`src/hw/rtl/imu_prr_pkg.sv`:
```
// Package for the inertial sensor packet request/reply unit.
// Holds the protocol constants, operation codes, phase type and result entry type.
// No dependencies.
`timescale 1ns / 1ps

package imu_prr_pkg;

  // Input operation codes carried on the slave tuser
  localparam logic [1:0] OP_REQUEST = 2'd0;
  localparam logic [1:0] OP_RX_BYTE = 2'd1;
  localparam logic [1:0] OP_NO_BYTE = 2'd2;

  // Access kinds of a request
  localparam logic [1:0] ACC_READ  = 2'd0;
  localparam logic [1:0] ACC_WRITE = 2'd1;

  // Result kinds carried on the master tuser
  localparam logic [1:0] KIND_TX     = 2'd0;
  localparam logic [1:0] KIND_WORD   = 2'd1;
  localparam logic [1:0] KIND_STATUS = 2'd2;

  // Final status codes
  localparam logic [2:0] ST_OK       = 3'd0;
  localparam logic [2:0] ST_CHECKSUM = 3'd1;
  localparam logic [2:0] ST_ADDRESS  = 3'd2;
  localparam logic [2:0] ST_TYPE     = 3'd3;
  localparam logic [2:0] ST_P        = 3'd4;
  localparam logic [2:0] ST_N        = 3'd5;
  localparam logic [2:0] ST_S        = 3'd6;
  localparam logic [2:0] ST_NO_REPLY = 3'd7;

  // Packet header and flag constants
  localparam logic [7:0]  CHAR_S     = 8'h73;
  localparam logic [7:0]  CHAR_N     = 8'h6E;
  localparam logic [7:0]  CHAR_P     = 8'h70;
  localparam logic [8:0]  HDR_SUM    = 9'h151;
  localparam logic [7:0]  FLAG_DATA  = 8'h80;
  localparam logic [7:0]  FLAG_BATCH = 8'h40;
  localparam logic [3:0]  DEFAULT_DATA_BYTES = 4'd4;

  // Result buffer and reply store sizes
  localparam int RESULT_CAP  = 7;
  localparam int REPLY_DEPTH = 8;

  // Parser phase, one-hot
  typedef enum logic [9:0] {
    PH_IDLE  = 10'b00_0000_0001,
    PH_S     = 10'b00_0000_0010,
    PH_N     = 10'b00_0000_0100,
    PH_P     = 10'b00_0000_1000,
    PH_TYPE  = 10'b00_0001_0000,
    PH_ADDR  = 10'b00_0010_0000,
    PH_DATA  = 10'b00_0100_0000,
    PH_CKH   = 10'b00_1000_0000,
    PH_CKL   = 10'b01_0000_0000,
    PH_FLUSH = 10'b10_0000_0000
  } phase_t;

  // One result entry
  typedef struct packed {
    logic [1:0]  kind;
    logic [15:0] value;
    logic [2:0]  status;
  } result_t;

endpackage

```
`src/hw/rtl/imu_packet_request_reply_unit.sv`:
```
// Packet request/reply unit for a serial inertial sensor link.
// Depends on imu_prr_pkg for constants, the phase type and the result entry type.
`timescale 1ns / 1ps

// Usage
// The slave stream takes one transaction per item: tuser carries the operation
// (request, received byte, no byte available) and tdata the request fields and
// the received byte. The master stream returns the results: tuser is the result
// kind (transmit byte, reply data word, final status), tlast marks the last
// result of the item that caused it.
// A request gives seven transmit bytes. Received bytes are parsed one per
// transaction; a completed reply gives the data words and then status ok, a
// failed check gives one status and the next FLUSH_COUNT byte items are
// discarded. The first result of an item is presented in the cycle after it is
// accepted. An item with k results takes k master transactions, so a request
// takes seven and a reply checksum item up to seven; items with no result, or
// one result while the receiver is ready, are taken every cycle. The seven-entry
// result buffer is the limit: a new item is accepted when it is empty or its
// last entry leaves. Reset clears the parser to idle and empties the result
// buffer. When the receiver stalls, the buffer holds and stops the slave side.

module imu_packet_request_reply_unit
  import imu_prr_pkg::*;
#(
  parameter int MAX_WORDS   = 4,
  parameter int FLUSH_COUNT = 20
) (
  input  logic        clk,
  input  logic        rst,
  input  logic        s_axis_tvalid,
  output logic        s_axis_tready,
  // [7:0] reg_address, [11:8] batch_bytes, [13:12] access_kind, [21:14] rx_byte
  input  logic [23:0] s_axis_tdata,
  // [1:0] op
  input  logic [1:0]  s_axis_tuser,
  output logic        m_axis_tvalid,
  input  logic        m_axis_tready,
  // [15:0] out_value, [18:16] status
  output logic [23:0] m_axis_tdata,
  // [1:0] out_kind
  output logic [1:0]  m_axis_tuser,
  output logic        m_axis_tlast
);

  localparam int NUM_WORDS = (MAX_WORDS < RESULT_CAP) ? MAX_WORDS : RESULT_CAP - 1;
  localparam int CNT_W     = $clog2(RESULT_CAP + 1);
  localparam logic [4:0] FLUSH_LOAD = 5'(FLUSH_COUNT);

  // Input fields
  logic [1:0] op;
  logic [7:0] reg_address;
  logic [3:0] batch_bytes;
  logic [1:0] access_kind;
  logic [7:0] rx_byte;

  // Parser state
  phase_t      phase, phase_next;
  logic [7:0]  want_address;
  logic [3:0]  want_batch;
  logic [1:0]  want_kind;
  logic [3:0]  byte_count, byte_count_next;
  logic [15:0] data_total, data_total_next;
  logic [7:0]  sum_high;
  logic [4:0]  discard_left, discard_left_next;
  logic [7:0]  reply_bytes [REPLY_DEPTH];

  // Result buffer
  result_t          bank [RESULT_CAP];
  result_t          res  [RESULT_CAP];
  logic [CNT_W-1:0] cnt, res_cnt;

  logic in_fire, out_fire, is_request, store_byte;

  // Derived request and reply values
  logic [7:0]  req_read_type, req_type;
  logic [15:0] req_ck;
  logic [7:0]  read_type, reply_type;
  logic [3:0]  need;
  logic [17:0] exp_sum;
  logic [15:0] got_sum;

  assign op          = s_axis_tuser;
  assign reg_address = s_axis_tdata[7:0];
  assign batch_bytes = s_axis_tdata[11:8];
  assign access_kind = s_axis_tdata[13:12];
  assign rx_byte     = s_axis_tdata[21:14];

  // Handshakes
  assign in_fire       = s_axis_tvalid && s_axis_tready;
  assign out_fire      = m_axis_tvalid && m_axis_tready;
  assign s_axis_tready = (cnt == '0) || ((cnt == CNT_W'(1)) && m_axis_tready);
  assign is_request    = (op == OP_REQUEST);

  assign m_axis_tvalid = (cnt != '0);
  assign m_axis_tlast  = (cnt == CNT_W'(1));
  assign m_axis_tuser  = bank[0].kind;
  assign m_axis_tdata  = {5'd0, bank[0].status, bank[0].value};

  // Packet type of a new request, from the incoming fields
  assign req_read_type = ((batch_bytes != 4'd0) ? FLAG_BATCH : 8'd0) | {4'd0, batch_bytes};
  always_comb begin
    if (access_kind == ACC_READ) begin
      req_type = req_read_type;
    end else if (access_kind == ACC_WRITE) begin
      req_type = FLAG_DATA | req_read_type;
    end else begin
      req_type = 8'd0;
    end
  end
  assign req_ck = 16'(HDR_SUM) + 16'(req_type) + 16'(reg_address);

  // Expected reply values, from the stored request
  assign read_type  = ((want_batch != 4'd0) ? FLAG_BATCH : 8'd0) | {4'd0, want_batch};
  assign reply_type = (want_kind == ACC_READ) ? (FLAG_DATA | read_type) : 8'd0;
  assign need       = (want_batch != 4'd0) ? want_batch : DEFAULT_DATA_BYTES;
  assign exp_sum    = 18'(HDR_SUM) + 18'(reply_type) + 18'(want_address) + 18'(data_total);
  assign got_sum    = {sum_high, rx_byte};

  // Next parser state and the results of the current item
  always_comb begin
    phase_next        = phase;
    byte_count_next   = byte_count;
    data_total_next   = data_total;
    discard_left_next = discard_left;
    store_byte        = 1'b0;
    res_cnt           = '0;
    for (int i = 0; i < RESULT_CAP; i++) begin
      res[i] = '0;
    end

    if (is_request) begin
      res[0].value = {8'd0, CHAR_S};
      res[1].value = {8'd0, CHAR_N};
      res[2].value = {8'd0, CHAR_P};
      res[3].value = {8'd0, req_type};
      res[4].value = {8'd0, reg_address};
      res[5].value = {8'd0, req_ck[15:8]};
      res[6].value = {8'd0, req_ck[7:0]};
      res_cnt           = CNT_W'(RESULT_CAP);
      byte_count_next   = '0;
      data_total_next   = '0;
      discard_left_next = '0;
      phase_next        = PH_S;
    end else if (op == OP_RX_BYTE || op == OP_NO_BYTE) begin
      if (phase == PH_FLUSH) begin
        // Discard one item; leave when the count runs out
        if (discard_left != 5'd0) begin
          discard_left_next = discard_left - 5'd1;
        end
        if (discard_left_next == 5'd0) begin
          phase_next = PH_IDLE;
        end
      end else if (phase != PH_IDLE && op == OP_NO_BYTE) begin
        // Sensor went quiet during a reply
        res[0].kind   = KIND_STATUS;
        res[0].status = ST_NO_REPLY;
        res_cnt       = CNT_W'(1);
        phase_next    = PH_IDLE;
      end else if (phase != PH_IDLE) begin
        // Default to an error result; cleared by the checks that pass
        res[0].kind       = KIND_STATUS;
        discard_left_next = FLUSH_LOAD;
        unique case (phase)
          PH_S: begin
            res[0].status = ST_S;
            res_cnt       = (rx_byte != CHAR_S) ? CNT_W'(1) : '0;
          end
          PH_N: begin
            res[0].status = ST_N;
            res_cnt       = (rx_byte != CHAR_N) ? CNT_W'(1) : '0;
          end
          PH_P: begin
            res[0].status = ST_P;
            res_cnt       = (rx_byte != CHAR_P) ? CNT_W'(1) : '0;
          end
          PH_TYPE: begin
            res[0].status = ST_TYPE;
            res_cnt       = (rx_byte != reply_type) ? CNT_W'(1) : '0;
          end
          PH_ADDR: begin
            res[0].status = ST_ADDRESS;
            res_cnt       = (rx_byte != want_address) ? CNT_W'(1) : '0;
            if (res_cnt == '0) begin
              byte_count_next = '0;
              data_total_next = '0;
              phase_next      = PH_DATA;
            end
          end
          PH_DATA: begin
            store_byte      = (byte_count < 4'(REPLY_DEPTH));
            data_total_next = data_total + 16'(rx_byte);
            byte_count_next = byte_count + 4'd1;
            if (byte_count_next >= need) begin
              phase_next = PH_CKH;
            end
          end
          PH_CKH: begin
            phase_next = PH_CKL;
          end
          PH_CKL: begin
            if ((want_kind == ACC_READ) ? (exp_sum == 18'(got_sum)) : (got_sum == 16'd0)) begin
              // Good reply: data words then status ok
              for (int i = 0; i < NUM_WORDS; i++) begin
                res[i].kind = KIND_WORD;
                if (2 * i + 1 < REPLY_DEPTH) begin
                  res[i].value = {reply_bytes[3'(2 * i)], reply_bytes[3'(2 * i + 1)]};
                end
              end
              res[NUM_WORDS].kind   = KIND_STATUS;
              res[NUM_WORDS].status = ST_OK;
              res_cnt               = CNT_W'(NUM_WORDS + 1);
              phase_next            = PH_IDLE;
            end else begin
              res[0].status = ST_CHECKSUM;
              res_cnt       = CNT_W'(1);
            end
          end
          default: begin
            phase_next = PH_IDLE;
          end
        endcase
        // An error result sends the parser into the discard phase
        if (res_cnt == CNT_W'(1) && res[0].kind == KIND_STATUS) begin
          phase_next = (FLUSH_LOAD != 5'd0) ? PH_FLUSH : PH_IDLE;
        end else if (phase != PH_FLUSH) begin
          discard_left_next = discard_left;
          if (phase_next == PH_IDLE && res_cnt != '0) begin
            discard_left_next = discard_left;
          end
        end
        if (phase == PH_S || phase == PH_N || phase == PH_P || phase == PH_TYPE) begin
          if (res_cnt == '0) begin
            phase_next = phase_t'({phase[8:0], 1'b0});
          end
        end
      end
    end
  end

  // Parser registers
  always_ff @(posedge clk) begin
    if (rst) begin
      phase        <= PH_IDLE;
      want_address <= '0;
      want_batch   <= '0;
      want_kind    <= '0;
      byte_count   <= '0;
      data_total   <= '0;
      sum_high     <= '0;
      discard_left <= '0;
    end else if (in_fire) begin
      phase        <= phase_next;
      byte_count   <= byte_count_next;
      data_total   <= data_total_next;
      discard_left <= discard_left_next;
      if (is_request) begin
        want_address <= reg_address;
        want_batch   <= batch_bytes;
        want_kind    <= access_kind;
        sum_high     <= '0;
      end else if (op == OP_RX_BYTE && phase == PH_CKH) begin
        sum_high <= rx_byte;
      end
    end
  end

  // Reply data store, cleared at each request
  always_ff @(posedge clk) begin
    if (in_fire && is_request) begin
      for (int i = 0; i < REPLY_DEPTH; i++) begin
        reply_bytes[i] <= '0;
      end
    end else if (in_fire && store_byte) begin
      reply_bytes[byte_count[2:0]] <= rx_byte;
    end
  end

  // Result buffer: loaded by an accepted item, shifted out one entry per transaction
  always_ff @(posedge clk) begin
    if (rst) begin
      cnt <= '0;
    end else if (in_fire) begin
      cnt <= res_cnt;
    end else if (out_fire) begin
      cnt <= cnt - CNT_W'(1);
    end
  end

  always_ff @(posedge clk) begin
    if (in_fire) begin
      for (int i = 0; i < RESULT_CAP; i++) begin
        bank[i] <= res[i];
      end
    end else if (out_fire) begin
      for (int i = 0; i < RESULT_CAP - 1; i++) begin
        bank[i] <= bank[i + 1];
      end
      bank[RESULT_CAP - 1] <= '0;
    end
  end

endmodule

```
`config.mk`:
```
export PLATFORM = sky130hd
export DESIGN_NAME = imu_packet_request_reply_unit
export DESIGN_NICKNAME = d
export VERILOG_FILES = /design/src/hw/rtl/imu_prr_pkg.sv /design/src/hw/rtl/imu_packet_request_reply_unit.sv
export SDC_FILE = /design/constraint.sdc
export NUM_CORES = 1
export LEC_CHECK = 0
export ABC_CLOCK_PERIOD_IN_PS = 6000
export BUFFER_PORTS_ARGS = -buffer_cell sky130_fd_sc_hd__buf_4
export CORE_MARGIN = 3
export CORE_UTILIZATION = 55
export CTS_CLUSTER_SIZE = 12
export DETAILED_ROUTE_END_ITERATION = 16
export GPL_ROUTABILITY_DRIVEN = 0
export PLACE_DENSITY = 0.72
export SYNTH_ARGS = -nofsm -noshare
export SYNTH_HDL_FRONTEND = slang
export SYNTH_SLANG_ARGS = --single-unit
```
`constraint.sdc`:
```
create_clock -name clk -period 6 [get_ports clk]
set_input_delay 1.2 -clock clk [delete_from_list [all_inputs] [get_ports clk]]
set_output_delay 1.2 -clock clk [all_outputs]
set_load 0.01 [all_outputs]
```
==> results.sh, run 1 <==
export IMPL_outcome="complete, no violations"
export IMPL_nets=1190
export IMPL_wl_met2_mm=12.6
export IMPL_core_sq_um=20600
export IMPL_cts_buffer_depth=3
export IMPL_p_seq_share_pct=48.7
export IMPL_grt_usage_pct=22.5
export IMPL_grt_start_max_net_pins=55
export IMPL_tightest_slew_ps=1190
export IMPL_instances_no_fill=1380
export IMPL_power_switching_uw=1340
export IMPL_min_from="want_kind[1]$_SDFFE_PP0P_"
export IMPL_drt_met1_wl_mm=11.0
export IMPL_grt_pass1_wl_mm=40.9
export IMPL_layout_setup_ws_ps=916
export IMPL_setup_tns_ps=0
export IMPL_vdd_drop_max_v=0.000187
export IMPL_antenna_cells=0
export IMPL_min_to="want_kind[1]$_SDFFE_PP0P_"
export IMPL_antenna_found_initial=0
export IMPL_reg2reg_depth=19
export IMPL_synth_area_leaders="edfxtp_1 (42%), dfxtp_1 (10%), ha_1 (6.1%)"
export IMPL_drt_pass1_iter_count=5
export IMPL_synthToLayoutAreaGrowth_pct=11.6
export IMPL_synth_edf_count=164
export IMPL_slew_headroom_pct=20.2
export IMPL_synth_avg_cell_area_sq_um=11.0
export IMPL_grt_pass1_vias=7982
export IMPL_numCtsBuffers=24
export IMPL_max_freq_mhz=197
export IMPL_synthFlopType="edfxtp_1"
export IMPL_crit_path_end_kind="flop"
export IMPL_pre_cts_ws_ps=938
export IMPL_final_common_cell="edfxtp_1"
export IMPL_num_rows=52
export IMPL_dr_total_vias=8157
export IMPL_switching_share_pct=28.3
export IMPL_start_kind="flop"
export IMPL_cts_hold_buf=0
export IMPL_top_layer="met4"
export IMPL_cts_clk_slew_worst_paths_ps=60
export IMPL_hp_class="reg2reg"
export IMPL_yosysSeqAreaShare_pct=52.5
export IMPL_hold_slack_ps=479
export IMPL_worstPathRequired_ps=6390
export IMPL_die_h_um=152
export IMPL_hold_path_depth=2
export IMPL_drv_cap=0
export IMPL_cts_resized=0
export IMPL_start_util_pct=56.7
export IMPL_syn_inst=1058
export IMPL_p_clk_share_pct=29.8
export IMPL_setup_viol=0
export IMPL_dpl_hpwl_mm=17.3
export IMPL_cts_tree="yes"
export IMPL_critical_path_class="reg2reg"
export IMPL_drt_iter0_markers=523
export IMPL_wl_met3_mm=1.20
export IMPL_async_flop_share_pct=0
export IMPL_portBuffers=51
export IMPL_total_power_uw=4720
export IMPL_drt_vias_per_instance=5.91
export IMPL_fin_crit_ps=5080
export IMPL_rrSetupSlack_ps=920
export IMPL_register_area_sq_um=6130
export IMPL_p_leak_uw=0.00504
export IMPL_yosysUniqueCellTypes=76
export IMPL_clkSinkCount=224
export IMPL_post_cts_setup_buffers=0
export IMPL_die_area_sq_um=23000
export IMPL_htreeDepth=1
export IMPL_final_cell_mix="edfxtp_1 (164), nand2_1 (80), and2_1 (79)"
export IMPL_maxSlewViolCount=0
export IMPL_synth_area_sq_um=11700
export IMPL_cp_max_fo=29
export IMPL_yosysTopAreaCellShare_pct=42.2
export IMPL_drive_gt1_share_pct=11.5
export IMPL_combinationalPowerShare_pct=21.5
export IMPL_drtAntennaViolNets=0
export IMPL_intPower_uw=3380
export IMPL_ys_warn_count=0
export IMPL_remaining_drc_errors=0
export IMPL_fillers=1685
export IMPL_synth_top_area_cell="edfxtp_1"
export IMPL_multi_input_area_sq_um=5100
export IMPL_cts_root_buf="clkbuf_16"
export IMPL_r2r_start="want_kind[1]$_SDFFE_PP0P_"
export IMPL_arrival_ps=5470
export IMPL_routed_wl_mm=25.4
export IMPL_ioPinCount=59
export IMPL_clock_latency_ps=520
export IMPL_finalHoldViolations=0
export IMPL_rsz0062_at_grt="no"
export IMPL_fin_worst_skew_ps=8.60
export IMPL_gr_total_overflow=0
export IMPL_wl_per_cell_um=18.4
export IMPL_power_density_nw_per_um2=363
export IMPL_dieWidth_um=152
export IMPL_place_inst=1339
export IMPL_reg2reg_to="bank[2][14]$_DFFE_PP_"
export IMPL_fin_crit_sh_pct=84.7
export IMPL_ys_ff_latch=224
-- metrics by stage --
stage          utilization (%)  area, sq um
6_report                  63.3        13000
5_1_grt                   63.3        13000
4_1_cts                   63.3        13000
3_5_place_dp              59.7        12300
3_3_place_gp              59.7        12300
2_1_floorplan                -        11700
-- Yosys cell counts (all sizes together), types with 25 or more instances --
| cell type | n |
|---|---|
| a21oi | 54 |
| nand2 | 80 |
| inv | 48 |
| nor3 | 29 |
| ha | 57 |
| nor2 | 76 |
| xnor2 | 31 |
| and2 | 79 |
| edfxtp | 164 |
| a22o | 43 |
| clkbuf | 44 |
| o21ai | 25 |
| dfxtp | 60 |
-- cell families after synthesis --
group | Yosys count | synth area share [%]
multiplexers | 5 | 0.440
XOR/XNOR | 52 | 3.90
other | 1 | 0.0321
adder cells (fa/ha/maj) | 65 | 7.49
buffers and inverters | 111 | 3.89
flip-flops | 224 | 52.5
AND/OR/NAND/NOR | 371 | 17.1
AO/OA/AOI/OAI | 229 | 14.6
-- sequential cells by signal, indices dropped and copies added (netlist names) --
| signal | count |
|---|---|
| discard_left | 5 |
| sum_high | 8 |
| reply_bytes | 64 |
| want_batch | 4 |
| want_kind | 2 |
| cnt | 3 |
| byte_count | 4 |
| phase | 10 |
| bank | 100 |
| data_total | 16 |
| want_address | 8 |
-- per-layer routing --
metal  global-route usage (%)  vias to the layer above
met5                        0                        -
met4                     5.97                        0
met3                     2.94                       48
met2                     39.1                      219
met1                     29.8                     3942
li1                         -                     3948
-- critical path: stages (launching register included) --
cell and delay, ps:
dfxtp_1 320, nor2_1 100, buf_4 190, nand2_1 110
fa_1 490, inv_1 40, ha_1 260, ha_1 230
fa_1 470, a21o_1 210, a221oi_2 310, buf_4 200
and2_1 120, o22ai_1 70, nor4_1 220, nand4_1 240
nor2_1 220, o21a_2 530, buf_4 420, a22o_1 190
-- layout make-up --
cell class / count / share of cell area (%)
Sequential cell: 224 / 47.1
Clock buffer: 37 / 5.30
Multi-Input combinational cell: 727 / 39.2
Tap cell: 270 / 2.60
Timing Repair Buffer: 68 / 3.92
Clock inverter: 4 / 0.442
Inverter: 50 / 1.46
-- worst max path at each step --
stage / endpoint / startpoint / slack, ps
after floorplan: bank[3][10]$_DFFE_PP_ / want_kind[1]$_SDFFE_PP0P_ / 1250
after global placement: bank[1][17]$_DFFE_PP_ / want_kind[1]$_SDFFE_PP0P_ / 1000
after detailed placement: bank[2][14]$_DFFE_PP_ / want_kind[0]$_SDFFE_PP0P_ / 940
after CTS: bank[0][14]$_DFFE_PP_ / want_kind[1]$_SDFFE_PP0P_ / 900
after global routing: bank[0][14]$_DFFE_PP_ / want_batch[3]$_SDFFE_PP0P_ / 560
final: bank[2][14]$_DFFE_PP_ / want_kind[1]$_SDFFE_PP0P_ / 920
-- power by group through the flow --
| stage | combinational (uW) | sequential (uW) | clock, uW |
|---|---|---|---|
| 6_report | 1010 | 2300 | 1410 |
| 5_1_grt | 1120 | 2340 | 1490 |
| 4_1_cts | 1020 | 2300 | 1430 |
| 3_5_place_dp | 1020 | 2330 | 0 |
| 3_3_place_gp | 990 | 2310 | 0 |
| 2_1_floorplan | 628 | 2350 | 0 |
Note: power is estimated with default switching activity, not from simulation.
==> inputs of run 2 (changes only) <==
- ABC_CLOCK_PERIOD_IN_PS: 6000 -> 5180
- clock period: 6 -> 5.18 ns (I/O delays scaled with it)
==> run 2 against run 1 <==
Worst setup slack worse by 570 ps. Critical path depth is 1 lower. Routed wire length is 2.3% lower. Via count is 0.23% lower. Hold slack worse by 6.9 ps. Fmax is 5.1% higher. Design area is 0.50% higher.
==> results.sh, run 2 (synthesis results as in run 1) <==
export IMPL_outcome="complete, no violations"
export IMPL_drv_cap=0
export IMPL_ioPinCount=59
export IMPL_finalHoldViolations=0
export IMPL_multi_input_area_sq_um=5120
export IMPL_regMostFlops="bank"
export IMPL_wl_per_cell_um=17.9
export IMPL_final_cell_mix="edfxtp_1 (164), nand2_1 (80), and2_1 (79)"
export IMPL_hp_class="reg2reg"
export IMPL_fin_crit_sh_pct=93.4
export IMPL_remaining_drc_errors=0
export IMPL_power_density_nw_per_um2=418
export IMPL_slew_headroom_pct=33.9
export IMPL_dieWidth_um=152
export IMPL_cts_clk_slew_worst_paths_ps=60
export IMPL_dpl_hpwl_mm=16.7
export IMPL_drt_vias_per_instance=5.86
export IMPL_num_rows=52
export IMPL_htreeDepth=1
export IMPL_cp_max_fo=31
export IMPL_rrSetupSlack_ps=340
export IMPL_core_sq_um=20600
export IMPL_stdcell_area_sq_um=13100
export IMPL_die_h_um=152
export IMPL_pre_cts_ws_ps=110
export IMPL_vdd_drop_max_v=0.000249
export IMPL_crit_path_end_kind="flop"
export IMPL_maxSlewViolCount=0
export IMPL_final_common_cell="edfxtp_1"
export IMPL_hold_slack_ps=473
export IMPL_drt_iter0_markers=523
export IMPL_antenna_found_initial=0
export IMPL_dpl_instance_area_sq_um=12300
export IMPL_register_area_sq_um=6130
export IMPL_max_freq_mhz=207
export IMPL_antenna_cells=0
export IMPL_drive_gt1_share_pct=12.2
export IMPL_post_cts_setup_buffers=0
export IMPL_largest_reg_flops=100
export IMPL_worstPathRequired_ps=5430
export IMPL_top_regs="bank (100), reply_bytes (64), data_total (16)"
export IMPL_start_util_pct=56.7
export IMPL_clkSinkCount=224
export IMPL_grt_pass1_wl_mm=40.5
export IMPL_clock_latency_ps=510
export IMPL_drtAntennaViolNets=0
export IMPL_cts_hold_buf=0
export IMPL_p_leak_uw=0.00508
export IMPL_fin_crit_ps=4840
export IMPL_numCtsBuffers=24
export IMPL_setup_tns_ps=0
export IMPL_start_kind="flop"
export IMPL_fin_worst_skew_ps=12.4
export IMPL_fillers=1641
export IMPL_dr_total_vias=8138
export IMPL_tightest_slew_ps=992
export IMPL_layout_setup_ws_ps=344
export IMPL_gr_total_overflow=0
export IMPL_setup_viol=0
export IMPL_nets=1195
export IMPL_routed_wl_mm=24.8
export IMPL_grt_pass1_vias=7952
export IMPL_portBuffers=51
export IMPL_grt_usage_pct=21.9
export IMPL_cts_root_buf="clkbuf_16"
export IMPL_rsz0062_at_grt="no"
export IMPL_cts_resized=0
export IMPL_die_area_sq_um=23000
export IMPL_grt_start_max_net_pins=79
export IMPL_synthToLayoutAreaGrowth_pct=12.1
export IMPL_cts_tree="yes"
export IMPL_drt_pass1_iter_count=5
export IMPL_cts_buffer_depth=3
export IMPL_arrival_ps=5090
export IMPL_critical_path_class="reg2reg"
run 2: power by group:
| group | switching, uW | internal [uW] |
|---|---|---|
| Clock | 672 | 966 |
| Combinational | 729 | 446 |
| Sequential | 140 | 2520 |
run 2: area by class of cell:
cell class	instances	share of cell area, %
flip-flops and latches	224	46.8
repair buffers	73	4.19
well taps	270	2.58
multi-input cells	727	39.2
clock inverters	2	0.115
inverters	50	1.45
clock buffers	42	5.67
run 2: worst paths after layout:
kind                        startpoint                   endpoint  cells after the start
min          want_kind[1]$_SDFFE_PP0P_  want_kind[1]$_SDFFE_PP0P_                      2
max reg2reg  want_kind[1]$_SDFFE_PP0P_      bank[1][12]$_DFFE_PP_                     18
max          want_kind[1]$_SDFFE_PP0P_      bank[1][12]$_DFFE_PP_                     18
min reg2reg  want_kind[1]$_SDFFE_PP0P_  want_kind[1]$_SDFFE_PP0P_                      2
run 2: metrics by stage:
| stage | power, uW | cells | util, % |
|---|---|---|---|
| 4_1_cts | 5520 | 1388 | 63.5 |
| 5_1_grt | 5760 | 1388 | 63.6 |
| 3_5_place_dp | 3880 | 1344 | 59.9 |
| 3_3_place_gp | 3840 | 1344 | 59.9 |
| 6_report | 5470 | 1388 | 63.6 |
| 2_1_floorplan | 3450 | 1062 | - |
run 2: layer usage:
layer | vias to the layer above | global-route usage, % | wire length, um
met5 | - | 0 | 0
met4 | 0 | 5.48 | 466
met3 | 37 | 3.45 | 1380
met2 | 193 | 37.2 | 12300
met1 | 3950 | 29.7 | 10700
li1 | 3958 | - | -
run 2: worst max-delay path, cell delays in order (launching register included):
cell       delay, ps
dfxtp_1          320
nor2_1           150
nand2_1          110
fa_1             490
inv_1             40
ha_1             270
ha_1             220
fa_1             470
a21o_1           220
a221oi_4         340
o22ai_1          240
a31o_2           290
a2bb2oi_1        120
a22oi_1          230
buf_4            180
nor2_1            60
o21a_4           310
buf_4            280
a22o_1           220
==> inputs of run 3 (changes only) <==
- CELL_PAD_IN_SITES_DETAIL_PLACEMENT: default -> 0
- CELL_PAD_IN_SITES_GLOBAL_PLACEMENT: default -> 1
- CORE_UTILIZATION: 55 -> 46
- PLACE_DENSITY: 0.72 -> 0.74
==> run 3 against run 2 <==
Utilization shrank 10 points. Non-clock buffer count shrank 1. Worst setup slack gained 54 ps. Fmax grew 1.1%. Via count shrank 1.7%.
==> results.sh, run 3 (synthesis results as in run 1) <==
export IMPL_drtAntennaViolNets=0
export IMPL_htreeDepth=1
export IMPL_cts_tree="yes"
export IMPL_final_common_cell="edfxtp_1"
export IMPL_grt_pass1_vias=7846
export IMPL_fillers=2181
export IMPL_cts_buffer_depth=3
export IMPL_outcome="complete, no violations"
export IMPL_register_area_sq_um=6130
export IMPL_cts_clk_slew_worst_paths_ps=60
export IMPL_dieWidth_um=165
export IMPL_drt_pass1_iter_count=5
export IMPL_ioPinCount=59
export IMPL_grt_start_max_net_pins=53
export IMPL_rrSetupSlack_ps=400
export IMPL_nets=1195
export IMPL_largest_reg_flops=100
export IMPL_regMostFlops="bank"
export IMPL_numCtsBuffers=25
export IMPL_grt_usage_pct=19.0
export IMPL_total_power_uw=5450
export IMPL_num_rows=57
export IMPL_dpl_instance_area_sq_um=12400
export IMPL_cp_slowest_cell="fa_1"
export IMPL_core_sq_um=24600
export IMPL_fin_crit_ps=4780
export IMPL_drv_cap=0
export IMPL_cp_cell_sequence="nor2_1, nand2_1, fa_1, inv_1, ha_1, ha_1, fa_1, a21o_1, a221oi_2, o22ai_1, a31o_2, a2bb2oi_1, a22oi_1, nor2_1, o21a_2, buf_12, a22o_1"
export IMPL_post_cts_setup_buffers=0
export IMPL_worstPathRequired_ps=5430
export IMPL_hp_class="reg2reg"
export IMPL_cts_root_buf="clkbuf_16"
export IMPL_fin_worst_skew_ps=15.2
export IMPL_maxSlewViolCount=0
export IMPL_grt_pass1_wl_mm=41.2
export IMPL_antenna_cells=0
export IMPL_min_to="want_kind[1]$_SDFFE_PP0P_"
export IMPL_reg2reg_to="bank[0][17]$_DFFE_PP_"
export IMPL_p_leak_uw=0.00506
export IMPL_max_freq_mhz=209
export IMPL_vdd_drop_max_v=0.000236
export IMPL_arrival_ps=5040
export IMPL_power_density_nw_per_um2=415
export IMPL_crit_path_end_kind="flop"
export IMPL_final_cell_mix="edfxtp_1 (164), nand2_1 (80), and2_1 (79)"
export IMPL_tightest_slew_ps=976
export IMPL_rsz0062_at_grt="no"
export IMPL_drt_iter0_markers=461
export IMPL_cpPeakStageDelay_ps=500
export IMPL_remaining_drc_errors=0
export IMPL_slew_headroom_pct=34.6
export IMPL_instances_no_fill=1439
export IMPL_top_regs="bank (100), reply_bytes (64), data_total (16)"
export IMPL_dpl_hpwl_mm=17.8
export IMPL_cts_resized=0
export IMPL_reg2reg_depth=17
export IMPL_die_area_sq_um=27300
export IMPL_drt_vias_per_instance=5.56
export IMPL_portBuffers=51
export IMPL_finalHoldViolations=0
export IMPL_setup_tns_ps=0
export IMPL_gr_total_overflow=0
export IMPL_clkSinkCount=224
export IMPL_routed_wl_mm=25.9
export IMPL_clock_latency_ps=510
export IMPL_wl_per_cell_um=18.0
export IMPL_die_h_um=165
export IMPL_stdcell_area_sq_um=13100
export IMPL_min_from="want_kind[1]$_SDFFE_PP0P_"
export IMPL_setup_viol=0
export IMPL_place_inst=1397
export IMPL_synthToLayoutAreaGrowth_pct=12.5
export IMPL_cts_hold_buf=0
export IMPL_start_util_pct=47.4
export IMPL_multi_input_area_sq_um=5110
export IMPL_critical_path_class="reg2reg"
export IMPL_hold_path_depth=2
export IMPL_fin_crit_sh_pct=92.3
export IMPL_r2r_start="want_kind[1]$_SDFFE_PP0P_"
export IMPL_drive_gt1_share_pct=12.0
export IMPL_antenna_found_initial=0
export IMPL_start_kind="flop"
export IMPL_dr_total_vias=7998
export IMPL_cp_max_fo=42
run 3: cell types whose count changed in the layout (fill, tap and decap cells not counted), sizes merged:
cell / change
buf: -1
bufinv: +1
clkbuf: -9
clkinv: +4
inv: +2
run 3: how the worst max path moves through the flow:
stage | from | to | slack [ps] | cells after the start
final | want_kind[1]$_SDFFE_PP0P_ | bank[0][17]$_DFFE_PP_ | 400 | 17
after CTS | want_kind[1]$_SDFFE_PP0P_ | bank[0][6]$_DFFE_PP_ | 380 | 17
after floorplan | want_kind[1]$_SDFFE_PP0P_ | bank[3][10]$_DFFE_PP_ | 430 | 18
after global routing | want_kind[1]$_SDFFE_PP0P_ | bank[0][12]$_DFFE_PP_ | 150 | 17
after global placement | want_kind[1]$_SDFFE_PP0P_ | bank[1][15]$_DFFE_PP_ | 490 | 17
after detailed placement | want_kind[1]$_SDFFE_PP0P_ | bank[0][6]$_DFFE_PP_ | 420 | 17
run 3: cell type report:
class                   count  share of cell area [%]
well taps                 324                    3.09
clock buffers              33                    5.00
clock inverters             9                   0.610
multi-input cells         727                    38.9
flip-flops and latches    224                    46.7
repair buffers             72                    4.22
inverters                  50                    1.45
run 3: critical path: cells and delay by family (launching register included):
kind / cells / cell delay (ps)
adders and majority gates: 4 / 1450
and+or+nand+nor: 3 / 380
DFF: 1 / 320
AOI/OAI and AO/OA: 8 / 2090
buffers and inverters: 2 / 270
run 3: layer usage:
layer	global-route usage, %	share of wire [%]	vias up
met2	33.8	50	137
met3	2.37	3.9	28
met5	0	0	-
li1	-	-	3960
met4	3.13	1.1	0
met1	25.2	45	3873
run 3: report_power, final:
part	internal (uW)	total, uW	switching [uW]
logic	450	1170	725
registers	2520	2660	141
clock network	937	1620	681
total	3900	5450	1550
run 3: through the flow:
stage / utilization [%] / setup slack (ps) / hold WS [ps]
after CTS: 53.3 / 385 / 477
final: 53.3 / 397 / 474
after global placement: 50.3 / 486 / 461
after detailed placement: 50.3 / 416 / 468
after global routing: 53.3 / 148 / 508
after floorplan: - / 427 / 449
